### src/bmes_pkg.sv
// ----------------------------------------------------------------------------
// bmes_pkg: shared types and constants of the bicycle model Euler step core
// Holds the controller command set, fixed-point constants, register indexes
// and the CORDIC arctangent table.
// ----------------------------------------------------------------------------
package bmes_pkg;

	// Default number of CORDIC iterations.
	localparam int CORDIC_STEPS_DEF = 24;

	// Quotient bits produced by the heading-rate divider.
	localparam int DIV_BITS = 43;

	// Configuration register indexes.
	localparam logic [2:0] CFG_WHEELBASE       = 3'd0;
	localparam logic [2:0] CFG_SPEED           = 3'd1;
	localparam logic [2:0] CFG_SAMPLE_TIME     = 3'd2;
	localparam logic [2:0] CFG_INITIAL_X       = 3'd3;
	localparam logic [2:0] CFG_INITIAL_Y       = 3'd4;
	localparam logic [2:0] CFG_INITIAL_HEADING = 3'd5;

	// Configuration reset values.
	localparam logic [23:0] WHEELBASE_RST       = 24'd65536;
	localparam logic [23:0] SPEED_RST           = 24'd0;
	localparam logic [23:0] SAMPLE_TIME_RST     = 24'd16777;
	localparam logic [31:0] INITIAL_X_RST       = 32'd0;
	localparam logic [31:0] INITIAL_Y_RST       = 32'd0;
	localparam logic [31:0] INITIAL_HEADING_RST = 32'd0;

	// Angles in Q.30 radians, held in 38 bits for the heading reduction.
	localparam logic signed [37:0] ANG_PI      = 38'sd3373259426;
	localparam logic signed [37:0] ANG_HALF_PI = 38'sd1686629713;
	localparam logic signed [37:0] ANG_TWO_PI  = 38'sd6746518852;

	// Steering clamp: 90 degrees and 89 degrees in Q3.28.
	localparam logic signed [31:0] STEER_LIM = 32'sd421657428;
	localparam logic signed [31:0] STEER_SET = 32'sd416972346;

	// CORDIC start value (inverse gain) in Q.30.
	localparam logic signed [33:0] GAIN_Q30 = 34'sd652032874;

	// Largest heading increment magnitude, 2^42.
	localparam logic [42:0] MAG_MAX = 43'd4398046511104;

	// Datapath operations issued by the controller.
	typedef enum logic [4:0] {
		OP_NONE,
		OP_RELOAD,
		OP_LOAD,
		OP_REDUCE,
		OP_FOLD,
		OP_CINIT_H,
		OP_CINIT_S,
		OP_CSTEP,
		OP_SAVE_H,
		OP_SAVE_S,
		OP_MUL_VT,
		OP_TAKE_VT,
		OP_MUL_NUM,
		OP_MUL_DEN,
		OP_MUL_DX,
		OP_MUL_DY,
		OP_DIV_INIT,
		OP_DIV_STEP,
		OP_FINISH
	} op_t;

	typedef struct packed {
		op_t        op;
		logic [4:0] idx;
	} cmd_t;

	typedef struct packed {
		logic reduce_done;
	} status_t;

	// Arctangent of 2^-i in Q.30.
	function automatic logic signed [33:0] atan_q30(input logic [4:0] i);
		logic signed [33:0] v;
		case (i)
			5'd0:  v = 34'sd843314857;
			5'd1:  v = 34'sd497837829;
			5'd2:  v = 34'sd263043837;
			5'd3:  v = 34'sd133525159;
			5'd4:  v = 34'sd67021687;
			5'd5:  v = 34'sd33543516;
			5'd6:  v = 34'sd16775851;
			5'd7:  v = 34'sd8388437;
			5'd8:  v = 34'sd4194283;
			5'd9:  v = 34'sd2097149;
			5'd10: v = 34'sd1048576;
			5'd11: v = 34'sd524288;
			5'd12: v = 34'sd262144;
			5'd13: v = 34'sd131072;
			5'd14: v = 34'sd65536;
			5'd15: v = 34'sd32768;
			5'd16: v = 34'sd16384;
			5'd17: v = 34'sd8192;
			5'd18: v = 34'sd4096;
			5'd19: v = 34'sd2048;
			5'd20: v = 34'sd1024;
			5'd21: v = 34'sd512;
			5'd22: v = 34'sd256;
			5'd23: v = 34'sd128;
			5'd24: v = 34'sd64;
			5'd25: v = 34'sd32;
			5'd26: v = 34'sd16;
			5'd27: v = 34'sd8;
			5'd28: v = 34'sd4;
			5'd29: v = 34'sd2;
			5'd30: v = 34'sd1;
			default: v = 34'sd0;
		endcase
		return v;
	endfunction

endpackage

### src/bmes_ctrl.sv
// ----------------------------------------------------------------------------
// bmes_ctrl: step sequencer of the bicycle model Euler step core
// Walks one item through reduction, two CORDIC runs, the multiplies and the
// divider, and owns the result valid flag.
// ----------------------------------------------------------------------------
module bmes_ctrl #(
	parameter int CORDIC_STEPS = bmes_pkg::CORDIC_STEPS_DEF
) (
	input  logic               clk,
	input  logic               arst_n,
	input  logic               in_valid,
	output logic               in_ready,
	input  logic               mode,
	input  logic               wb_zero,
	output logic               out_valid,
	input  logic               out_ready,
	input  bmes_pkg::status_t  status,
	output bmes_pkg::cmd_t     cmd
);

	typedef enum logic [4:0] {
		S_IDLE, S_REDUCE, S_FOLD, S_CINIT_H, S_CSTEP_H, S_SAVE_H,
		S_CINIT_S, S_CSTEP_S, S_SAVE_S, S_MUL_VT, S_TAKE_VT, S_MUL_NUM,
		S_MUL_DEN, S_MUL_DX, S_MUL_DY, S_DIV_INIT, S_DIV, S_FINISH
	} state_t;

	localparam logic [5:0] CordicLast = 6'(CORDIC_STEPS - 1);
	localparam logic [5:0] DivLast    = 6'(bmes_pkg::DIV_BITS - 1);

	state_t     state_q;
	logic [5:0] cnt_q;
	logic       out_valid_q;
	logic       accept;
	logic       finish;

	// Handshake decisions.
	assign in_ready  = (state_q == S_IDLE);
	assign accept    = in_valid && in_ready;
	assign finish    = (state_q == S_FINISH) && (!out_valid_q || out_ready);
	assign out_valid = out_valid_q;

	// Command to the datapath for the current state.
	always_comb begin
		cmd.idx = cnt_q[4:0];
		unique case (state_q)
			S_IDLE: begin
				if (!accept) cmd.op = bmes_pkg::OP_NONE;
				else if (mode) cmd.op = bmes_pkg::OP_RELOAD;
				else if (wb_zero) cmd.op = bmes_pkg::OP_NONE;
				else cmd.op = bmes_pkg::OP_LOAD;
			end
			S_REDUCE:   cmd.op = bmes_pkg::OP_REDUCE;
			S_FOLD:     cmd.op = bmes_pkg::OP_FOLD;
			S_CINIT_H:  cmd.op = bmes_pkg::OP_CINIT_H;
			S_CSTEP_H:  cmd.op = bmes_pkg::OP_CSTEP;
			S_SAVE_H:   cmd.op = bmes_pkg::OP_SAVE_H;
			S_CINIT_S:  cmd.op = bmes_pkg::OP_CINIT_S;
			S_CSTEP_S:  cmd.op = bmes_pkg::OP_CSTEP;
			S_SAVE_S:   cmd.op = bmes_pkg::OP_SAVE_S;
			S_MUL_VT:   cmd.op = bmes_pkg::OP_MUL_VT;
			S_TAKE_VT:  cmd.op = bmes_pkg::OP_TAKE_VT;
			S_MUL_NUM:  cmd.op = bmes_pkg::OP_MUL_NUM;
			S_MUL_DEN:  cmd.op = bmes_pkg::OP_MUL_DEN;
			S_MUL_DX:   cmd.op = bmes_pkg::OP_MUL_DX;
			S_MUL_DY:   cmd.op = bmes_pkg::OP_MUL_DY;
			S_DIV_INIT: cmd.op = bmes_pkg::OP_DIV_INIT;
			S_DIV:      cmd.op = bmes_pkg::OP_DIV_STEP;
			S_FINISH:   cmd.op = finish ? bmes_pkg::OP_FINISH : bmes_pkg::OP_NONE;
			default:    cmd.op = bmes_pkg::OP_NONE;
		endcase
	end

	// State, iteration counter and result valid.
	always_ff @(posedge clk or negedge arst_n) begin
		if (!arst_n) begin
			state_q     <= S_IDLE;
			cnt_q       <= '0;
			out_valid_q <= 1'b0;
		end else begin
			if (out_valid_q && out_ready) out_valid_q <= 1'b0;
			if (finish) out_valid_q <= 1'b1;
			unique case (state_q)
				S_IDLE: begin
					if (accept && !mode && !wb_zero) state_q <= S_REDUCE;
				end
				S_REDUCE: begin
					if (status.reduce_done) state_q <= S_FOLD;
				end
				S_FOLD: state_q <= S_CINIT_H;
				S_CINIT_H: begin
					cnt_q   <= '0;
					state_q <= S_CSTEP_H;
				end
				S_CSTEP_H: begin
					if (cnt_q == CordicLast) begin
						cnt_q   <= '0;
						state_q <= S_SAVE_H;
					end else begin
						cnt_q <= cnt_q + 6'd1;
					end
				end
				S_SAVE_H: state_q <= S_CINIT_S;
				S_CINIT_S: begin
					cnt_q   <= '0;
					state_q <= S_CSTEP_S;
				end
				S_CSTEP_S: begin
					if (cnt_q == CordicLast) begin
						cnt_q   <= '0;
						state_q <= S_SAVE_S;
					end else begin
						cnt_q <= cnt_q + 6'd1;
					end
				end
				S_SAVE_S:   state_q <= S_MUL_VT;
				S_MUL_VT:   state_q <= S_TAKE_VT;
				S_TAKE_VT:  state_q <= S_MUL_NUM;
				S_MUL_NUM:  state_q <= S_MUL_DEN;
				S_MUL_DEN:  state_q <= S_MUL_DX;
				S_MUL_DX:   state_q <= S_MUL_DY;
				S_MUL_DY:   state_q <= S_DIV_INIT;
				S_DIV_INIT: begin
					cnt_q   <= '0;
					state_q <= S_DIV;
				end
				S_DIV: begin
					if (cnt_q == DivLast) begin
						cnt_q   <= '0;
						state_q <= S_FINISH;
					end else begin
						cnt_q <= cnt_q + 6'd1;
					end
				end
				S_FINISH: begin
					if (finish) state_q <= S_IDLE;
				end
				default: state_q <= S_IDLE;
			endcase
		end
	end

	// A result is only written into a free or draining output register.
	a_finish_free: assert property (@(posedge clk) disable iff (!arst_n)
		cmd.op == bmes_pkg::OP_FINISH |-> (!out_valid_q || out_ready))
		else $error("result written over a pending item");

	// An accepted Euler step starts the heading reduction.
	a_step_start: assert property (@(posedge clk) disable iff (!arst_n)
		(accept && !mode && !wb_zero) |=> state_q == S_REDUCE)
		else $error("accepted step did not start");

	// CORDIC iteration count stays within the configured length.
	a_cordic_cnt: assert property (@(posedge clk) disable iff (!arst_n)
		(state_q == S_CSTEP_H || state_q == S_CSTEP_S) |-> cnt_q <= CordicLast)
		else $error("CORDIC counter overran");

	// Divider bit count stays within the quotient width.
	a_div_cnt: assert property (@(posedge clk) disable iff (!arst_n)
		state_q == S_DIV |-> cnt_q <= DivLast)
		else $error("divider counter overran");

	// Finishing always raises the result valid.
	a_finish_valid: assert property (@(posedge clk) disable iff (!arst_n)
		finish |=> out_valid_q)
		else $error("result valid not raised");

endmodule

### config.mk
export PLATFORM = sky130hd
export DESIGN_NAME = bmes_ctrl
export DESIGN_NICKNAME = d
export VERILOG_FILES = /design/src/bmes_pkg.sv /design/src/bmes_ctrl.sv
export SDC_FILE = /design/constraint.sdc
export NUM_CORES = 1
export LEC_CHECK = 0
export BUFFER_PORTS_ARGS = -buffer_cell sky130_fd_sc_hd__buf_2
export CORE_ASPECT_RATIO = 1.5
export CORE_MARGIN = 2
export CORE_UTILIZATION = 40
export CTS_BUF_LIST = sky130_fd_sc_hd__clkbuf_2 sky130_fd_sc_hd__clkbuf_4 sky130_fd_sc_hd__clkbuf_8
export CTS_CLUSTER_DIAMETER = 100
export DETAILED_ROUTE_END_ITERATION = 6
export PLACE_DENSITY = 0.59
export SETUP_SLACK_MARGIN = 0.5
export SLEW_MARGIN = 20
export SYNTH_ARGS = -nofsm -noshare
export SYNTH_HDL_FRONTEND = slang
export SYNTH_SLANG_ARGS = --single-unit
### constraint.sdc
create_clock -name clk -period 2.6 [get_ports clk]
set_clock_uncertainty 0.05 [all_clocks]
set_input_delay 0.52 -clock clk [delete_from_list [all_inputs] [get_ports clk]]
set_output_delay 0.52 -clock clk [all_outputs]
set_load 0.02 [all_outputs]
# Yosys cells after proc, flatten, opt, wreduce, memory -nomap -nowiden
# Index checks and enable logic that the tools add are counted.
totals:
  regBits: 12
  word_cells: 61
  in_bits: 7
  out_inout_bits: 12
op_classes:
  add_sub_neg: 1
  n_eq_ne: 25
  n_reduce_logical: 15
  muxes: 17
ops:
  columns: ["cell", "count"]
  rows:
  - ["$pmux 5 s18", 1]
  - ["$pmux 5 s17", 1]
  - ["$eq 5x4->1 const B", 8]
  - ["$mux 5", 7]
  - ["$eq 5x3->1 const B", 4]
  - ["$pmux 6 s3", 1]
  - ["$mux 6", 2]
  - ["$eq 5x2->1 const B", 2]
  - ["$eq 5x5->1 const B", 2]
  - ["$ne 2x2->1 const B", 5]
  - ["$add 6x1->6 const B", 1]
  - ["$eq 6x5->1 const B", 1]
  - ["$eq 6x6->1 const B", 1]
  - ["$mux 2", 3]
  - ["$reduce_and 6->1", 1]
  - ["$eq 5x1->1 const B", 1]
  - ["$logic_and 1x1->1", 5]
  - ["$logic_not 5->1", 1]
  - ["$logic_not 1->1", 3]
  - ["$reduce_bool 3->1", 1]
  - ["$reduce_or 3->1", 1]
  - ["$mux 1", 2]
  - ["$ne 2x1->1 const B", 1]
  - ["$reduce_bool 2->1", 1]
  - ["2 further kinds", 2]

# Longest topological paths before layout
depth:
  depth_word: 6
  depth_mapped: 7
  depth_no_buf: 7

# Least setup slack after synthesis
# No wires, ideal clock.
synth_path:
  path_type: "flip-flop to output port"
  startpoint: "register state_q[0]"
  endpoint: "output cmd[5] (netlist bit)"
  stages_incl_launch_ff: 6
  t_required_ns: 2.030
  path_slack_ns: 0.573
  arrival_time_ns: 1.457
  path_cell_list: "dfrtp_1 > buf_2 > or3_1 > a21oi_1 > nor2_1 > o32ai_1"
synth_lines:
  columns: ["item", "line", "source"]
  rows:
  - ["from (decl)", "bmes_ctrl.sv:30", "state_t state_q;"]
  - ["from (signal assigned)", "bmes_ctrl.sv:76", "state_q <= S_IDLE;"]
  - ["from (signal assigned)", "bmes_ctrl.sv:84", "if (accept && !mode && !wb_zero) state_q <= S_REDUCE;"]
  - ["from (signal assigned)", "bmes_ctrl.sv:87", "if (status.reduce_done) state_q <= S_FOLD;"]
  - ["to (decl)", "bmes_ctrl.sv:18", "output bmes_pkg::cmd_t cmd"]

==> out/metrics.yaml <==
status: "finished, final reports clean"
path_clk_slew_ps: 70
crit_path_end_kind: "output pin"
crit_type: "reg -> out"
die_h_um: 64.42
multi_input_area_um2: 620.6
clock_sinks: 12
fin_setup_tns_ps: 0
synth_seq_cells: 12
cp.required_ps: 2030
finalHoldViolCount: 0
start_util: 0.4308
synth_area_leaders: "dfrtp_1 31%, o21ai_0 6.2%, a21oi_1 4.6%"
syn_avg_cell_area_um2: 8.045
drc_errors: 0
vias: 1025
p_leak_uw: 0.0005788
synth_ff_type: "dfrtp_1"
period_needed_ps: 2285
grt_pass1_wl_um: 4388
grt_pass1_vias: 939
dp_hpwl_um: 1778
dp_cells: 154
n_fill_cell: 220
syn_area_um2: 973.4
min_period_over_period: 0.8788
cp.arrival_ps: 1710
clockRootBuffer: "clkbuf_4"
clockBufferDepth: 2
fp.dieW_um: 44.28
dpl_worst_slack_ps: 413.7
coreArea_mm2: 0.002260
io_buffers: 18
critPathLaunchType: "flip-flop"
rows: 21
drt-wirelength-per-cell_um: 15.61
syn_nets: 130
cts_buffers: 3
grt_usage: 0.2059
powerDensity_mw_per_mm2: 1271
grt_setup_unrepaired: "yes"
slew_violations: 0
routabilityCongestion: 0.8889
vias_per_cell: 5.857
cts_htree_levels: 1
dieArea_mm2: 0.002852
p_total_uw: 1615
peakVddDrop_v: 0.0006402
hold_path_class: "in -> async"
tritoncts: "done"
grt-ovfl-total: 0
ios: 19
yosysWarnings: 0
cts_hold_buffers: 0
diodes: 0
r2r_slack_ps: 400
yosys.area.top_type: "dfrtp_1"
yosysSeqAreaShare: 0.3085
maxCapViolCount: 0
final_nets: 163
synth.distinct_cells: 38
synth.top_cell.area_share: 0.3085
drt_pass1_iterations: 4
layout-drive-gt1-share: 0.4276
ff2ff_path_depth: 7
syn_to_final_growth_pct: 30.59
worstMarginPinSlew_ps: 503.4
final-seq-area_um2: 306.5
wl_um: 2731
critical_path.reg2reg.endpoint: "state_q[0]$_DFFE_PN0P_"
clock_latency_ps: 270
syn_inst: 121
setup_viol: 0
timing.final.ws_setup_ps: 315.2
r2r_start: "cnt_q[0]$_DFFE_PN0P_"
ant_nets: 0
drt_iter0_drc: 29
antenna_found_initial: 0
synth_edf_count: 0
max-slew-margin-rel: 0.6624
async_flop_share: 1.000
fin_cells: 175
max_freq_ghz: 0.4377
cp_max_fo: 3
grt_max_degree: 13
## worst max path at each step
stage | startpoint | to | slack, ps | depth (start not counted)
global placement | state_q[1]$_DFFE_PN0P_ | cmd[9] | 430 | 5
CTS | state_q[3]$_DFFE_PN0P_ | cmd[9] | 320 | 5
global route | state_q[2]$_DFFE_PN0P_ | cmd[9] | 260 | 5
finish | state_q[2]$_DFFE_PN0P_ | cmd[9] | 320 | 5
detailed placement | state_q[1]$_DFFE_PN0P_ | cmd[9] | 410 | 5
floorplan | state_q[0]$_DFFE_PN0P_ | cmd[5] | 570 | 5
## flip-flops by register name, indices dropped and copies added, names as in the netlist
name / count
cnt_q: 6
out_valid: 1
state_q: 5
## metrics by stage
step	util	hold WS, ps	area, µm²
5_1_grt	0.5626	79.01	1271
2_1_floorplan	-	174.4	973.4
3_3_place_gp	0.4646	362.2	1050
4_1_cts	0.5221	74.74	1180
3_5_place_dp	0.4646	365.7	1050
6_report	0.5626	67.61	1271
## Yosys cell counts, drive strengths merged, types with 2 or more instances
library cell  instances
buf                   9
ha                    2
inv                   6
nor3                  4
clkbuf                2
a22oi                 2
dfrtp                12
nand2                12
a31oi                 3
a21oi                 9
mux2                  2
o31ai                 4
xor2                  3
nand2b                3
nand3                 5
o21ai                12
mux2i                 2
nor2                 11
or3                   5
## worst max-delay path: stages, from the launching register on
cell and delay (ps):
dfrtp_2 430, or4b_4 570, nor2_4 120, a31oi_2 50, o21ai_1 110, buf_4 160
## cell families after synthesis
| logic type | Yosys count | share of synthesized area |
|---|---|---|
| flops | 12 | 0.3085 |
| mux | 4 | 0.04755 |
| buf+inv | 17 | 0.08998 |
| simple gates | 45 | 0.2481 |
| compound gates | 37 | 0.2442 |
| xor+xnor | 4 | 0.03600 |
| fa+ha+maj | 2 | 0.02570 |
## metal layers
metal  global-route usage  wire length, µm  vias to the layer above
met3              0.02228              114                       10
met2               0.3621             1451                       42
met5                    0                0                        -
li1                     -                -                      494
met4               0.1023               84                        0
met1               0.2368             1080                      479
## where the power goes
| part | switching [µW] | internal [µW] |
|---|---|---|
| sequential | 86.1 | 254 |
| combinational | 648 | 514 |
| clock | 58.7 | 53.5 |
| total | 793 | 822 |
## what timing repair did
item,CTS,global route
resized for setup,13,11
setup buffers,11,7
pin swaps,6,3
endpoints found under the setup margin,6,14
## final cells by class
cell class                      instances  area share
Timing Repair Buffer                   39      0.2077
Tap cell                               23     0.02264
Sequential cell                        12      0.2411
Clock buffer                            3     0.01772
Multi-Input combinational cell         92      0.4882
Inverter                                6     0.02264
## cell usage in the layout (no fill, tap or decap), drive strengths merged, types with 2 or more instances in the layout
| cell | netlist | routed |
|---|---|---|
| buf | 9 | 39 |
| nand2 | 12 | 12 |
| o21ai | 12 | 12 |
| dfrtp | 12 | 12 |
| nor2 | 11 | 11 |
| a21oi | 9 | 9 |
| nand3 | 5 | 5 |
| inv | 6 | 5 |
| or3 | 5 | 5 |
| nor3 | 4 | 4 |
| o31ai | 4 | 4 |
| xor2 | 3 | 3 |
| clkbuf | 2 | 3 |
| nand2b | 3 | 3 |
| a31oi | 3 | 3 |
| a22oi | 2 | 2 |
| mux2i | 2 | 2 |
| ha | 2 | 2 |
| mux2 | 2 | 2 |
Note: power is estimated with default switching activity, not from simulation.
